## src/sv/thlr_pkg.sv

```systemverilog
// ----------------------------------------------------------------------------
// thlr_pkg: shared types and constants of the thick line rasterizer
// Holds the command word that moves from the front part to the back part,
// the back part's state encoding and the slope class thresholds.
// ----------------------------------------------------------------------------
package thlr_pkg;

    // coordinate width of the request fields
    localparam int CW = 12;
    // working width of pixel coordinates (endpoint plus or minus half width)
    localparam int PW = 14;
    // width of the stepping error term (row delta times column delta)
    localparam int EW = 26;
    // request byte address width
    localparam int AAW = 17;

    // slope class thresholds in Q8: 2.414 and 0.414
    localparam int Q8_STEEP   = 618;
    localparam int Q8_SHALLOW = 106;

    // command queue depth
    localparam int FIFO_DEPTH = 2;
    localparam int FIFO_AW    = 1;

    typedef enum logic [1:0] {
        SEG_VERT,
        SEG_HORZ,
        SEG_GEN,
        REQ_READ
    } cmd_kind_t;

    // column offset of parallel copies
    typedef enum logic [1:0] {
        COFF_NONE,
        COFF_POS,
        COFF_NEG
    } coff_t;

    typedef struct packed {
        cmd_kind_t              kind;
        logic signed [CW-1:0]   fr;
        logic signed [CW-1:0]   fc;
        logic signed [CW-1:0]   tr;
        logic signed [CW-1:0]   tc;
        logic [2:0]             half;
        logic [AAW-1:0]         addr;
        logic                   rstep;
        coff_t                  coff;
        logic [CW-1:0]          dr;
        logic [CW-1:0]          adc;
        logic signed [CW-1:0]   max_row;
        logic signed [CW-1:0]   max_col;
    } cmd_t;

    typedef enum logic [2:0] {
        BK_CLEAR,
        BK_IDLE,
        BK_START,
        BK_BAND,
        BK_COPY,
        BK_WALK,
        BK_READ,
        BK_RESULT
    } back_state_t;

endpackage

```

## src/sv/thlr_front.sv

```systemverilog
// ----------------------------------------------------------------------------
// thlr_front: request intake and classification
// Orders endpoints by row, updates the running maxima, classifies the
// segment and works out its slope class, then pushes one command word.
// ----------------------------------------------------------------------------
module thlr_front (
    input  logic                aclk,
    input  logic                aresetn,
    input  logic                s_tvalid,
    output logic                s_tready,
    input  logic [71:0]         s_tdata,   // from_row, from_col, to_row, to_col,
                                           // line_width, read_addr, zero pad
    input  logic                s_tuser,   // req_type
    input  logic                q_full,
    input  logic                back_ready,
    output logic                q_push,
    output thlr_pkg::cmd_t      q_data
);

    logic signed [thlr_pkg::CW-1:0] from_row, from_col, to_row, to_col;
    logic [3:0]                     line_width;
    logic [thlr_pkg::AAW-1:0]       read_addr;
    logic                           swap;
    logic signed [thlr_pkg::CW-1:0] o_fr, o_fc, o_tr, o_tc;
    logic signed [thlr_pkg::CW-1:0] max_row_reg, max_row_next;
    logic signed [thlr_pkg::CW-1:0] max_col_reg, max_col_next;
    logic signed [thlr_pkg::CW:0]   drs, dcs;
    logic [thlr_pkg::CW-1:0]        dr, adc;
    logic [21:0]                    dr_q8, steep_p, shallow_p;

    // field unpack
    assign from_row   = $signed(s_tdata[11:0]);
    assign from_col   = $signed(s_tdata[23:12]);
    assign to_row     = $signed(s_tdata[35:24]);
    assign to_col     = $signed(s_tdata[47:36]);
    assign line_width = s_tdata[51:48];
    assign read_addr  = s_tdata[68:52];

    assign s_tready = !q_full && back_ready;
    assign q_push   = s_tvalid && s_tready;

    // order endpoints so the segment runs down the rows
    assign swap = to_row < from_row;
    assign o_fr = swap ? to_row   : from_row;
    assign o_fc = swap ? to_col   : from_col;
    assign o_tr = swap ? from_row : to_row;
    assign o_tc = swap ? from_col : to_col;

    // running maxima after this word
    always_comb begin
        max_row_next = max_row_reg;
        max_col_next = max_col_reg;
        if (!s_tuser) begin
            if (o_tr > max_row_next) max_row_next = o_tr;
            if (o_tc > max_col_next) max_col_next = o_tc;
            if (o_fc > max_col_next) max_col_next = o_fc;
        end
    end

    always_ff @(posedge aclk) begin
        if (!aresetn) begin
            max_row_reg <= '0;
            max_col_reg <= '0;
        end else if (q_push) begin
            max_row_reg <= max_row_next;
            max_col_reg <= max_col_next;
        end
    end

    // deltas and slope class
    assign drs   = (thlr_pkg::CW+1)'(o_tr) - (thlr_pkg::CW+1)'(o_fr);
    assign dcs   = (thlr_pkg::CW+1)'(o_tc) - (thlr_pkg::CW+1)'(o_fc);
    assign dr    = drs[thlr_pkg::CW-1:0];
    assign adc   = dcs[thlr_pkg::CW] ? thlr_pkg::CW'(-dcs) : dcs[thlr_pkg::CW-1:0];
    assign dr_q8 = {2'b00, dr, 8'h00};
    assign steep_p   = 22'(thlr_pkg::Q8_STEEP)   * 22'(adc);
    assign shallow_p = 22'(thlr_pkg::Q8_SHALLOW) * 22'(adc);

    // command word
    always_comb begin
        q_data.fr      = o_fr;
        q_data.fc      = o_fc;
        q_data.tr      = o_tr;
        q_data.tc      = o_tc;
        q_data.half    = line_width[3:1];
        q_data.addr    = read_addr;
        q_data.dr      = dr;
        q_data.adc     = adc;
        q_data.max_row = max_row_next;
        q_data.max_col = max_col_next;
        q_data.rstep   = dr_q8 < steep_p;
        if (dr_q8 > shallow_p)
            q_data.coff = dcs[thlr_pkg::CW] ? thlr_pkg::COFF_POS : thlr_pkg::COFF_NEG;
        else
            q_data.coff = thlr_pkg::COFF_NONE;
        priority if (s_tuser)
            q_data.kind = thlr_pkg::REQ_READ;
        else if (o_fc == o_tc)
            q_data.kind = thlr_pkg::SEG_VERT;
        else if (o_fr == o_tr)
            q_data.kind = thlr_pkg::SEG_HORZ;
        else
            q_data.kind = thlr_pkg::SEG_GEN;
    end

endmodule

```

## config.mk

```make
export PLATFORM = sky130hd
export DESIGN_NAME = thlr_front
export DESIGN_NICKNAME = d
export VERILOG_FILES = /design/src/sv/thlr_pkg.sv /design/src/sv/thlr_front.sv
export SDC_FILE = /design/constraint.sdc
export NUM_CORES = 1
export LEC_CHECK = 0
export ABC_AREA = 1
export BUFFER_PORTS_ARGS = -buffer_cell sky130_fd_sc_hd__buf_2
export CAP_MARGIN = 25
export CORE_MARGIN = 2
export CORE_UTILIZATION = 35
export CTS_CLUSTER_SIZE = 12
export DETAILED_ROUTE_END_ITERATION = 10
export SYNTH_ARGS = -nofsm -noshare
export SYNTH_HDL_FRONTEND = slang
export SYNTH_SLANG_ARGS = --single-unit
```

## constraint.sdc

```tcl
create_clock -name aclk -period 20.1 [get_ports aclk]
set_input_delay 3.015 -clock aclk [delete_from_list [all_inputs] [get_ports aclk]]
set_output_delay 3.015 -clock aclk [all_outputs]
set_load 0.05 [all_outputs]
```

==> results.toml <==
[floorplanning]
die_y_microns = 160
die_area_sq_um = 25700
ios = 201
start_util = 0.354
num_rows = 57
die_w_microns = 160
fp.coreArea_sq_um = 24200

[clock_network]
holdBufCountCts = 0
clk_pin_slew_worst_paths_ns = 0.07
cts.path.max_buffers = 2
insertion_delay_ns = 0.27
cts_buffers = 3
cts_resized = 0
clock_sinks = 24
cts_tree = "done"
post-cts-setup-buffers = 0
clockRootBuffer = "clkbuf_16"
htreeDepth = 1

[synth]
avgSynthCellArea_sq_um = 6.58
syn_area_sq_um = 8570
synth_warnings = 0
synth_fa_ha_area_frac = 0.328
synth_top_flop_cell = "dfxtp_1"
netlist_top_cells_area = "ha_1 (23%), inv_1 (13%), nand2_1 (10%)"
synth_top_area_frac = 0.232
synth_top_area_cell = "ha_1"
yosysSeqAreaShare = 0.0561
synthSimpleGateAreaFrac = 0.221
synth_common_cells = "inv_1 (302), nand2_1 (230), ha_1 (159), a21oi_1 (95), o21ai_0 (69)"
postSynthCellCount = 1301
muxShareOfSynthArea = 0
synth.most_common_cell = "inv_1"
synthXorXnorAreaFrac = 0.0562
synth_top_family_by_area = "adder cells"
async_reset_ff_frac = 0
synth_nets = 1579
synth_compound_area_frac = 0.168
synth_cell_types = 48
ys_ff_latch = 24
synth_edf_count = 0

[global_route]
grtUsageMet3 = 0.0181
first_global_vias = 7902
antenna_found_initial = 1
grt_max_degree = 87
overflow = 0
met1_usage = 0.236
grt_pass1_wl_mm = 38.3
track_usage = 0.180
use_met2 = 0.326
busiest_layer = "met2"

[status]
outcome = "completed"

[timing]
tns_ns = 0
rsz0062_at_grt = "false"
maxSlewViolCount = 0
setup_viol = 0
period_needed_ns = 15.52
skew_ns = 0.00225
worst_pin_slew_ns = 0.849
max_freq_mhz = 64.4
slew_headroom = 0.433
finalHoldViolCount = 0
period_share = 0.772

[setup_path]
arrival_ns = 12.50
critPathKind = "input port to output port"
critPathCaptureType = "output port"
crit_fanout = 86
cp_common_cell = "inv_1"
startpoint_type = "input port"
rrSetupSlack_ns = 15.71
required_ns = 17.09
cpMaxStageDelayCell = "nand2_4"
slowest_delay_ns = 0.78

[min_path]
hold_path.class = "flip-flop to flip-flop"

[cells_and_area]
syn_to_final_growth_pct = 11.6
postLayoutCoreUtil = 0.396
finalNetCount = 1695
fin_area_sq_um = 9560
drive_gt1_frac = 0.159

[placement]
hpwlAfterDp_mm = 20.1
placed_area_sq_um = 9460
port_buffers = 156
place.gp.congestion = 0.857

[flow_run]
cap_violations = 0

[detailed_routing]
ant_nets = 0
dr.pass1.iters = 5
first_iter_violations = 386
wl_per_cell_microns = 13.4
routed_via_density = 4.77
vias = 8298
routed_wl_mm = 23.3
drc_errors = 0
## final timing paths
kind / startpoint / endpoint / cells after the start
hold reg to reg: max_row_reg[11]$_SDFFE_PN0P_ / max_row_reg[11]$_SDFFE_PN0P_ / 4
setup / recovery: s_tdata[10] / q_data[50] / 49
setup reg to reg: max_col_reg[3]$_SDFFE_PN0P_ / max_col_reg[5]$_SDFFE_PN0P_ / 25
hold / removal: max_row_reg[11]$_SDFFE_PN0P_ / max_row_reg[11]$_SDFFE_PN0P_ / 4
## cell type report
cell class	count	area, sq um
antenna	1	2.50
clock buffer	3	75.1
clock inverter	1	30.0
fill	2613	14600
inverter	305	1140
multi-input combinational	924	6620
sequential	24	480
tap	324	405
timing repair buffer	159	803
## worst max-delay path: cells and delay by family
family                   cells  cell delay [ns]
AO/OA/AOI/OAI                8             1.43
AND/OR/NAND/NOR             21             3.22
adder cells (fa/ha/maj)      8             3.06
XOR/XNOR                     2             0.76
buffers and inverters       10             0.99
## routing by layer
layer  wire length, microns  part of all wire
met3                    768             0.033
met1                  11000              0.47
met4                    248             0.011
met5                      0                 0
met2                  11200              0.48
## per-stage QoR
step                worst slack (ns)  std cells  hold slack, ns
floorplan                       4.94       1301           0.541
global placement                4.65       1736           0.564
detailed placement              4.57       1736           0.568
CTS                             4.54       1740           0.580
global route                    3.59       1741           0.629
finish                          4.58       1741           0.579
## cell usage in the layout (no fill, tap or decap), drive strengths merged, types with 4 or more instances in the layout
master	Yosys	layout
ha	159	159
dfxtp	24	24
o21bai	10	10
nand2	255	255
o21ai	112	112
fa	41	41
inv	305	305
nand3	55	55
xor2	45	45
nand3b	5	5
buf	33	159
nor2	62	62
o211ai	15	15
xnor2	10	10
nand4	18	18
or2	4	4
a21oi	97	97
nor3	11	11
a21o	4	4
## kinds of logic after synthesis
kind of cell,Yosys count
AOI/OAI and AO/OA,254
xor gates and xnor gates,55
adders and majority gates,200
buffers and inverters,353
DFF,24
and+or+nand+nor,415
Power is not shown: default switching activity piles up to over one toggle a cycle in this logic, so the estimate is an artifact.
