File: config.mk
export PLATFORM = sky130hd
export DESIGN_NAME = thlr_fifo
export DESIGN_NICKNAME = d
export VERILOG_FILES = /design/src/sv/thlr_pkg.sv /design/src/sv/thlr_fifo.sv
export SDC_FILE = /design/constraint.sdc
export NUM_CORES = 1
export LEC_CHECK = 0
export CORE_UTILIZATION = 45
export DETAILED_ROUTE_END_ITERATION = 12
export DONT_BUFFER_PORTS = 1
export SLEW_MARGIN = 20
export SYNTH_ARGS = -nofsm -noshare
export SYNTH_HDL_FRONTEND = slang
export SYNTH_SLANG_ARGS = --single-unit
export TNS_END_PERCENT = 100
File: constraint.sdc
create_clock -name aclk -period 9.03 [get_ports aclk]
set_input_delay 0.903 -clock aclk [delete_from_list [all_inputs] [get_ports aclk]]
set_output_delay 0.903 -clock aclk [all_outputs]
set_load 0.01 [all_outputs]
File: src/sv/thlr_pkg.sv
// ----------------------------------------------------------------------------
// thlr_pkg: shared types and constants of the thick line rasterizer
// Holds the command word that moves from the front part to the back part,
// the back part's state encoding and the slope class thresholds.
// ----------------------------------------------------------------------------
package thlr_pkg;

    // coordinate width of the request fields
    localparam int CW = 12;
    // working width of pixel coordinates (endpoint plus or minus half width)
    localparam int PW = 14;
    // width of the stepping error term (row delta times column delta)
    localparam int EW = 26;
    // request byte address width
    localparam int AAW = 17;

    // slope class thresholds in Q8: 2.414 and 0.414
    localparam int Q8_STEEP   = 618;
    localparam int Q8_SHALLOW = 106;

    // command queue depth
    localparam int FIFO_DEPTH = 2;
    localparam int FIFO_AW    = 1;

    typedef enum logic [1:0] {
        SEG_VERT,
        SEG_HORZ,
        SEG_GEN,
        REQ_READ
    } cmd_kind_t;

    // column offset of parallel copies
    typedef enum logic [1:0] {
        COFF_NONE,
        COFF_POS,
        COFF_NEG
    } coff_t;

    typedef struct packed {
        cmd_kind_t              kind;
        logic signed [CW-1:0]   fr;
        logic signed [CW-1:0]   fc;
        logic signed [CW-1:0]   tr;
        logic signed [CW-1:0]   tc;
        logic [2:0]             half;
        logic [AAW-1:0]         addr;
        logic                   rstep;
        coff_t                  coff;
        logic [CW-1:0]          dr;
        logic [CW-1:0]          adc;
        logic signed [CW-1:0]   max_row;
        logic signed [CW-1:0]   max_col;
    } cmd_t;

    typedef enum logic [2:0] {
        BK_CLEAR,
        BK_IDLE,
        BK_START,
        BK_BAND,
        BK_COPY,
        BK_WALK,
        BK_READ,
        BK_RESULT
    } back_state_t;

endpackage

File: src/sv/thlr_fifo.sv
// ----------------------------------------------------------------------------
// thlr_fifo: short command queue between front and back
// Two entries; lets intake and drawing stall independently.
// ----------------------------------------------------------------------------
module thlr_fifo (
    input  logic            aclk,
    input  logic            aresetn,
    input  logic            push,
    input  thlr_pkg::cmd_t  push_data,
    input  logic            pop,
    output thlr_pkg::cmd_t  head,
    output logic            empty,
    output logic            full
);

    thlr_pkg::cmd_t                 mem_reg [thlr_pkg::FIFO_DEPTH];
    logic [thlr_pkg::FIFO_AW-1:0]   wp_reg, rp_reg;
    logic [thlr_pkg::FIFO_AW:0]     cnt_reg;

    assign empty = cnt_reg == '0;
    assign full  = cnt_reg == (thlr_pkg::FIFO_AW+1)'(thlr_pkg::FIFO_DEPTH);
    assign head  = mem_reg[rp_reg];

    // pointers and fill level
    always_ff @(posedge aclk) begin
        if (!aresetn) begin
            wp_reg  <= '0;
            rp_reg  <= '0;
            cnt_reg <= '0;
        end else begin
            if (push) wp_reg <= wp_reg + 1'b1;
            if (pop)  rp_reg <= rp_reg + 1'b1;
            if (push && !pop)      cnt_reg <= cnt_reg + 1'b1;
            else if (pop && !push) cnt_reg <= cnt_reg - 1'b1;
        end
    end

    // entry storage
    always_ff @(posedge aclk) begin
        if (push) mem_reg[wp_reg] <= push_data;
    end

endmodule

==> results of run 1 <==
worst max-delay path: stages (launching register included):
cell and delay, ns:
dfxtp_4 0.91, buf_4 0.68, mux2_2 0.46
layout make-up:
class | instances | area [um^2] | area share
timing repair buffer | 4 | 30.0 | 0.00301
multi-input combinational | 137 | 1490 | 0.149
clock inverter | 11 | 101 | 0.0102
clock buffer | 32 | 652 | 0.0654
sequential | 247 | 7370 | 0.739
tap | 265 | 332 | 0.0332
inverter | 1 | 3.75 | 0.000376
cells in the final DEF (no fill, tap or decap):
cell type	synthesis	layout
edfxtp_1	242	242
mux2_2	121	121
clkbuf_16	0	25
clkbuf_1	0	7
clkinv_1	0	5
dfxtp_1	5	4
buf_4	1	4
and2_1	4	3
clkinv_2	0	3
nor2b_1	3	2
xor2_1	2	2
bufinv_16	0	2
inv_1	1	1
nor2_1	1	1
and2_4	0	1
nor2b_4	0	1
xnor2_1	1	1
o21a_1	1	1
o21ai_0	1	1
or3_1	1	1
a21boi_1	1	1
ha_1	1	1
dfxtp_4	0	1
clkinvlp_4	0	1
kinds of logic after synthesis:
logic type | synth area share
AO/OA/AOI/OAI | 0.00223
XOR/XNOR | 0.00293
adder cells (fa/ha/maj) | 0.00139
buffers and inverters | 0.0142
flip-flops | 0.821
multiplexers | 0.152
AND/OR/NAND/NOR | 0.00600
worst paths after layout:
kind                    endpoint  depth (start not counted)
setup reg to reg  mem_reg[1][80]                          2
hold / removal     mem_reg[0][9]                          0
hold reg to reg       cnt_reg[1]                          2
setup / recovery        head[59]                          2
power by group through the flow:
stage	Sequential (mW)	Clock [mW]	Combinational, mW
floorplan	1.37	0	0.149
global placement	1.37	0	0.160
detailed placement	1.38	0	0.162
CTS	1.35	0.980	0.163
global route	1.36	1.02	0.170
finish	1.35	0.949	0.159
stage by stage:
| step | cell area (um^2) | power, mW | setup WS [ns] | utilization |
|---|---|---|---|---|
| after global routing | 9970 | 2.55 | 5.29 | 0.511 |
| final | 9970 | 2.46 | 5.49 | 0.511 |
| after CTS | 9970 | 2.50 | 5.38 | 0.511 |
| after global placement | 9220 | 1.53 | 5.99 | 0.472 |
| after detailed placement | 9220 | 1.54 | 5.94 | 0.472 |
| after floorplan | 8970 | 1.52 | 2.23 | - |
layer usage:
metal | GRT usage | up-vias | share of wire
met2 | 0.233 | 182 | 0.49
met5 | 0 | - | 0
met3 | 0.0842 | 24 | 0.15
met4 | 0.0334 | 0 | 0.018
met1 | 0.148 | 1797 | 0.35
li1 | - | 1613 | -
==> qor.yml, run 1 <==
outcome:
  status: "finished clean"
setup_path:
  r2r_setup_slack_ns: 6.74
  r2r-start: "wp_reg"
  worst-path-max-fanout: 68
  crit_type: "register to output port"
  endpoint_kind: "output port"
  start_kind: "register"
  arrival_ns: 2.64
  cp.required_ns: 8.13
pwr:
  combPwrFrac: 0.065
  power.leakage_nw: 3.21
  power.density_mw_per_mm2: 247
  power_frac_seq: 0.549
  swShare: 0.206
  p_sw_mw: 0.506
  vdd_ir_drop_max_mv: 0.160
  internal_power_mw: 1.95
  clock_power_share: 0.386
sta:
  finalHoldViolations: 0
  fmax_mhz: 282
  tns_ns: 0
  rsz0062_at_grt: "false"
  fin_crit_sh: 0.392
  worstMarginPinSlew_ns: 0.893
  report.final.slew_viol_count: 0
  min_period_ns: 3.54
  finClkSkew_ns: 0.0197
  slew_headroom: 0.404
  finalSetupViolations: 0
  whs_ns: 0.484
synth:
  yosys-top-cells-count: "edfxtp_1 (242), mux2_2 (121), buf_6 (9)"
  yosysUniqueCellTypes: 17
  synth_edf_count: 242
  synth_nets: 524
  synth.top_cell.area_share: 0.810
  synth_area_leaders: "edfxtp_1 (81%), mux2_2 (15%), buf_6 (1.1%)"
  ys_async_sr_fraction: 0
  syn_area_mm2: 0.00897
  synthFlopType: "edfxtp_1"
  ys_seq_elements: 247
  syn_inst: 398
  synth_most_common_cell: "edfxtp_1"
  yosysSeqAreaShare: 0.821
  synth_top_cell_by_area: "edfxtp_1"
  yosys_warnings: 0
  avgSynthCellArea_um2: 22.5
clock_network:
  clock_latency_ns: 0.51
  cts-hold-fix-buffers: 0
  post_cts_resize_count: 0
  numCtsBuffers: 25
  cts.clk_slew.worst_paths_ns: 0.06
  clock-sinks: 247
  cts_setup_buffers: 0
  clockRootBuffer: "clkbuf_16"
  htree_levels: 1
  clock_path_buffers: 3
  cts_tree: "yes"
grt:
  grt_pass1_wl_mm: 21.2
  grt_pass1_vias: 3797
  antenna_found_initial: 0
  grt_max_degree: 69
  grt_use_total: 0.139
  grt-ovfl-total: 0
routing:
  ant_nets: 0
  wl_mm: 15.2
  drc: 0
  initialDrtViolationCount: 167
  via_count: 3616
  viasPerCell: 5.19
  routedWlPerCell_um: 21.7
  first_pass_iters: 4
die:
  dieArea_mm2: 0.0205
  die_w_um: 143
  start_util: 0.459
  rows: 51
  die_h_um: 143
  io-pin-count: 248
  core_mm2: 0.0195
layout:
  fin_cells: 697
  largest_register_ffs: 242
  fin_nets: 542
  drive_gt1_frac: 0.368
  fill_cells: 1568
  diodes: 0
  area_delta_synth_final_pct: 11.2
min_path:
  hold_path_class: "input pin to register"
  min_from: "push_data[9]"
job:
  maxCapViolations: 0
placed_design:
  hpwlAfterDp_mm: 9.52
  port_buffers: 0
  dp_cells: 654
  gp_congestion: 0.716
(Power assumes the default switching activity.)
==> inputs of run 2 (changes only) <==
Clock period 9.03 ns to 3 ns, I/O delays scaled along.
==> run 2 against run 1 <==
Final area up 15%. Hold slack got worse by 0.46 ns. Wire length up 7.3%. Clock power rose to 3.5 times the previous value. Flip-flop and latch count unchanged. Critical path depth is the same. Final cell count up 19%. Global-route usage grew 1.4 points. Sequential share of layout area decreased by 9.4 points. Largest power group unchanged.
==> qor.yml, run 2 (same netlist as run 1, synthesis figures left out) <==
routing:
  route.met3.wl_mm: 1.75  # -23%
  wl_met2_mm: 7.97  # +7.8%
  m1WireLength_mm: 6.23  # +19%
  viasPerCell: 4.97  # -4.2%
  via_count: 4110  # +14%
  initialDrtViolationCount: 228  # +37%
  ant_nets: 0  # unchanged
  first_pass_iters: 4  # unchanged
  dr.max_layer_used: "met4"
  wl_mm: 16.3  # +7.3%
  routedWlPerCell_um: 19.7  # -9.6%
  drc: 0  # unchanged
pwr:
  internal_power_mw: 6.39  # +230%
  power.density_mw_per_mm2: 701  # +180%
  p_sw_mw: 1.63  # +220%
  combPwrFrac: 0.083  # +0.018
  power.leakage_nw: 3.84  # +20%
  vdd_ir_drop_max_mv: 0.592  # +270%
  power_frac_seq: 0.505  # -0.044
  swShare: 0.203  # -0.00262
  clock_power_share: 0.411  # +0.025
layout:
  mostFrequentLayoutCells: "edfxtp_1 (242), dlygate4sd3_1 (123), mux2_2 (121), clkbuf_16 (27)"
  diodes: 0  # unchanged
  final_common_cell: "edfxtp_1"
  area_delta_synth_final_pct: 27.5
  drive_gt1_frac: 0.306  # -0.0620
  largest_register_ffs: 242  # unchanged
  fin_nets: 669  # +23%
  fin_cells: 827  # +19%
die:
  rows: 51  # unchanged
  dieArea_mm2: 0.0205  # unchanged
  die_w_um: 143  # unchanged
  die_h_um: 143  # unchanged
  core_mm2: 0.0195  # unchanged
  io-pin-count: 248  # unchanged
  start_util: 0.459  # unchanged
placed_design:
  hpwlAfterDp_mm: 9.93  # +4.4%
  port_buffers: 0  # unchanged
  dp_cells: 657  # +0.46%
  gp_congestion: 0.735  # +2.6%
setup_path:
  timing.critical_path.slowest_stage_cell: "dfxtp_4"
  worst-path-max-fanout: 46  # -32%
  start_kind: "register"
  cp.required_ns: 2.70  # -5.43 ns
  endpoint_kind: "output port"
  crit_type: "register to output port"
  worstPathCellList: "buf_12, mux2_2"
  r2r_setup_slack_ns: 1.24  # -5.50 ns
  arrival_ns: 1.99  # -0.65 ns
  cp_slowest_stage_delay_ns: 0.68  # -0.23 ns
grt:
  grt-ovfl-total: 0  # unchanged
  antenna_found_initial: 0  # unchanged
  grt_pass1_wl_mm: 23.6  # +11%
  grt_pass1_vias: 4356  # +15%
  grt_max_degree: 82  # +19%
  grt_use_total: 0.153  # +0.0141
clock_network:
  clock-sinks: 247  # unchanged
  clockRootBuffer: "clkbuf_16"
  cts.clk_slew.worst_paths_ns: 0.06  # about the same
  clock_latency_ns: 0.51  # about the same
  numCtsBuffers: 26  # +4.0%
  htree_levels: 1  # unchanged
  clock_path_buffers: 3  # unchanged
  cts_setup_buffers: 0  # unchanged
  cts_tree: "yes"
sta:
  finalHoldViolations: 0  # unchanged
  finalSetupViolations: 0  # unchanged
  worstMarginPinSlew_ns: 0.568  # -0.326 ns
  fin_crit_sh: 0.762
  min_period_ns: 2.29
  report.final.slew_viol_count: 0  # unchanged
  tns_ns: 0  # unchanged
  rsz0062_at_grt: "false"
  slew_headroom: 0.622  # +0.217
  fmax_mhz: 438
  finClkSkew_ns: 0.0139  # -0.00589 ns
min_path:
  hold_path_class: "input pin to register"
job:
  maxCapViolations: 0  # unchanged
outcome:
  status: "finished clean"
## run 2: cell types whose count changed in the layout (fill, tap and decap cells not counted), moves of 4 or more
| cell | previous run | this run |
|---|---|---|
| buf_12 | 0 | 4 |
| dlygate4sd3_1 | 0 | 123 |
| clkbuf_8 | 0 | 4 |
| clkinv_1 | 5 | 1 |
## run 2: worst max-delay path, delay by kind of cell, from the launching register on
family | cells | cell delay, ns
buffers and inverters | 1 | 0.31
DFF | 1 | 0.68
muxes | 1 | 0.42
## run 2: cell type report
type / instances / area [um^2]
fillers: 1447 / 8090
flip-flops and latches: 247 / 7370
multi-input cells: 137 / 1490
repair buffers: 130 / 1330
clock buffers: 36 / 749
well taps: 265 / 332
clock inverters: 11 / 158
inverters: 1 / 3.75
## run 2: power groups by stage
stage               sequential [mW]  combinational (mW)  clock [mW]
floorplan                      4.10               0.451           0
global placement               4.12               0.512           0
detailed placement             4.13               0.519           0
CTS                            4.05               0.678        3.37
global route                   4.07               0.713        3.51
finish                         4.05               0.668        3.30
## run 2: timing repair
action	in CTS	in global routing
hold buffers	123	0
resized for setup	0	0
hold endpoints to repair	247	0
## run 2: path summary, 6_finish.rpt
path                                  from  depth (start not counted)          to
worst max register to register      wp_reg                          4      wp_reg
worst min register to register  cnt_reg[1]                          2  cnt_reg[1]
worst min-delay path                   pop                          2      rp_reg
worst max-delay path              register                          2    head[62]
## run 2: routing by layer
| metal | GRT usage | vias to the layer above |
|---|---|---|
| met5 | 0 | - |
| met4 | 0.0430 | 0 |
| met3 | 0.0661 | 25 |
| met2 | 0.260 | 181 |
| met1 | 0.176 | 2028 |
| li1 | - | 1876 |
## run 2: stage by stage
| stage | worst slack (ns) | cell area (um^2) | power [mW] | hold slack [ns] | utilization |
|---|---|---|---|---|---|
| 2_1_floorplan | 0.437 | 8980 | 4.55 | 0.399 | - |
| 3_5_place_dp | 1.24 | 9290 | 4.65 | 0.399 | 0.476 |
| 5_1_grt | 0.623 | 11400 | 8.29 | 0.00347 | 0.585 |
| 4_1_cts | 0.676 | 11400 | 8.10 | 0.000165 | 0.585 |
| 3_3_place_gp | 1.25 | 9290 | 4.64 | 0.399 | 0.476 |
| 6_report | 0.715 | 11400 | 8.02 | 0.0236 | 0.585 |
==> inputs of run 3 (changes only) <==
Clock period 3 ns to 1.8 ns, I/O delays scaled along.
==> run 3 against run 2 <==
The flow now finishes with violations (setup timing). Critical path depth rose by 1. Global-route usage rose by 0.17 points. Register-to-register slack got worse by 0.80 ns. Final area rose by 1.1%. Largest cell class unchanged. Critical endpoint is now head[64].
==> qor.yml, run 3 (same netlist as run 1, synthesis figures left out) <==
sta:
  min_period_ns: 1.85
  worstMarginPinSlew_ns: 0.409  # -0.159 ns
  slew_headroom: 0.728  # +0.106
  finClkSkew_ns: 0.00537  # -0.00849 ns
  report.final.slew_viol_count: 0  # unchanged
  rsz0062_at_grt: "true"
  finalSetupViolations: 44  # +44
  fin_crit_sh: 1.03
  finalWorstSetupSlack_ns: -0.0480  # -0.763 ns
  finalHoldViolations: 0  # unchanged
  fmax_mhz: 541
pwr:
  power.leakage_nw: 3.95  # +2.8%
  vdd_ir_drop_max_mv: 0.856  # +45%
  power.density_mw_per_mm2: 1090  # +56%
min_path:
  hold_path_class: "input pin to register"
  worstHoldEndpoint: "cnt_reg[1]"
  holdPathStages: 3  # +1
  min_from: "push"
clock_network:
  numCtsBuffers: 25  # -3.8%
  htree_levels: 1  # unchanged
  cts.clk_slew.worst_paths_ns: 0.06  # about the same
  cts_tree: "yes"
  clock_latency_ns: 0.50  # about the same
  clock-sinks: 247  # unchanged
  clockRootBuffer: "clkbuf_16"
  clock_path_buffers: 3  # unchanged
die:
  io-pin-count: 248  # unchanged
  rows: 51  # unchanged
  die_w_um: 143  # unchanged
  core_mm2: 0.0195  # unchanged
  die_h_um: 143  # unchanged
  start_util: 0.459  # unchanged
  dieArea_mm2: 0.0205  # unchanged
routing:
  viasPerCell: 5.00  # +0.70%
  first_pass_iters: 6  # +2
  wl_met2_mm: 8.51  # +6.8%
  ant_nets: 0  # unchanged
  initialDrtViolationCount: 139  # -39%
  routedWlPerCell_um: 20.3  # +3.0%
  dr.max_layer_used: "met4"
  m1WireLength_mm: 6.27  # +0.55%
  wl_mm: 16.9  # +4.1%
  drc: 0  # unchanged
  via_count: 4184  # +1.8%
  route.met3.wl_mm: 1.86  # +6.4%
grt:
  grt_max_degree: 70  # -15%
  antenna_found_initial: 1  # +1
  grt_pass1_vias: 4495  # +3.2%
  grt-ovfl-total: 0  # unchanged
  grt_pass1_wl_mm: 23.9  # +1.3%
  grt_use_total: 0.155  # +0.00170
placed_design:
  post-place-ws_ns: 0.432  # -0.803 ns
  gp_congestion: 0.768  # +4.6%
  port_buffers: 0  # unchanged
  hpwlAfterDp_mm: 9.85  # -0.87%
setup_path:
  arrival_ns: 1.67  # -0.32 ns
  r2r_end: "mem_reg[1][115]"
  start_kind: "register"
  worstRegToRegCells: 2  # -2
  crit_type: "register to output port"
  worst-path-max-fanout: 22  # -52%
  r2r-start: "wp_reg"
  cp.required_ns: 1.62  # -1.08 ns
  r2r_setup_slack_ns: 0.44  # -0.80 ns
  endpoint_kind: "output port"
layout:
  mostFrequentLayoutCells: "edfxtp_1 (242), dlygate4sd3_1 (125), mux2_2 (94), mux2_4 (27), clkbuf_16 (26)"
  area_delta_synth_final_pct: 28.8
  largest_register_ffs: 242  # unchanged
  drive_gt1_frac: 0.311  # +0.00448
  final_common_cell: "edfxtp_1"
  fill_cells: 1441  # -0.41%
  post-route-util: 0.592  # +0.00615
  fin_nets: 678  # +1.3%
outcome:
  status: "finished, violations left"
  violations: "setup timing"
job:
  maxCapViolations: 0  # unchanged
==> run 3: cell types whose count changed in the layout (fill, tap and decap cells not counted), moves of 2 or more <==
cell,delta
buf_12,+2
bufinv_16,-3
clkbuf_8,-4
clkinv_1,+2
clkinv_2,+5
dlygate4sd3_1,+2
mux2_2,-27
mux2_4,+27
==> run 3: report_power, final <==
group	internal, mW	switching, mW	leakage, nW
clock	2.69	1.95	0.372
sequential	6.65	0.0842	2.31
combinational	0.634	0.643	1.27
==> run 3: cell type report <==
cell class                      instances  area [um^2]  area share
Tap cell                              265          332      0.0287
Antenna cell                            1         2.50    0.000217
Timing Repair Buffer                  140         1510       0.131
Sequential cell                       247         7370       0.638
Clock buffer                           30          644      0.0558
Clock inverter                         15         98.8     0.00856
Multi-Input combinational cell        137         1590       0.137
Inverter                                1         3.75    0.000325
==> run 3: critical path, cell delays in order (launching register included) <==
cell and delay [ns]:
dfxtp_4 0.43, buf_4 0.15, buf_12 0.19, mux2_2 0.39
==> run 3: metal layers <==
metal	GRT usage	up-vias
li1	-	1897
met1	0.170	2062
met2	0.277	196
met3	0.0594	29
met4	0.0453	0
met5	0	-
==> run 3: how the worst max path moves through the flow <==
stage          startpoint         endpoint  slack (ns)  depth (start not counted)
2_1_floorplan      wp_reg    mem_reg[0][0]       -0.74                          1
4_1_cts          register         head[15]       -0.07                          2
5_1_grt          register         head[64]        -0.1                          3
3_5_place_dp       wp_reg  mem_reg[1][102]        0.43                          2
6_report         register         head[64]       -0.05                          3
3_3_place_gp       wp_reg   mem_reg[1][64]        0.45                          2
==> run 3: stage by stage <==
step	setup TNS [ns]	area (um^2)	std cells	power [mW]	hold slack (ns)
5_1_grt	-4.37	11500	835	13.1	0.0795
3_5_place_dp	0	9350	659	7.76	0.279
4_1_cts	-3.10	11400	833	12.7	0.0533
2_1_floorplan	-149.71	8980	398	7.58	0.279
6_report	-1.00	11600	836	12.6	0.0671
3_3_place_gp	0	9350	659	7.74	0.279
==> run 3: timing repair <==
item / CTS / global route
setup buffers: 3 / 1
endpoints found under the setup margin: 106 / 78
hold buffers: 125 / 0
resized for setup: 6 / 25
gates cloned: 1 / 1
pin swaps: 0 / 0
endpoints found under the hold margin: 247 / 0
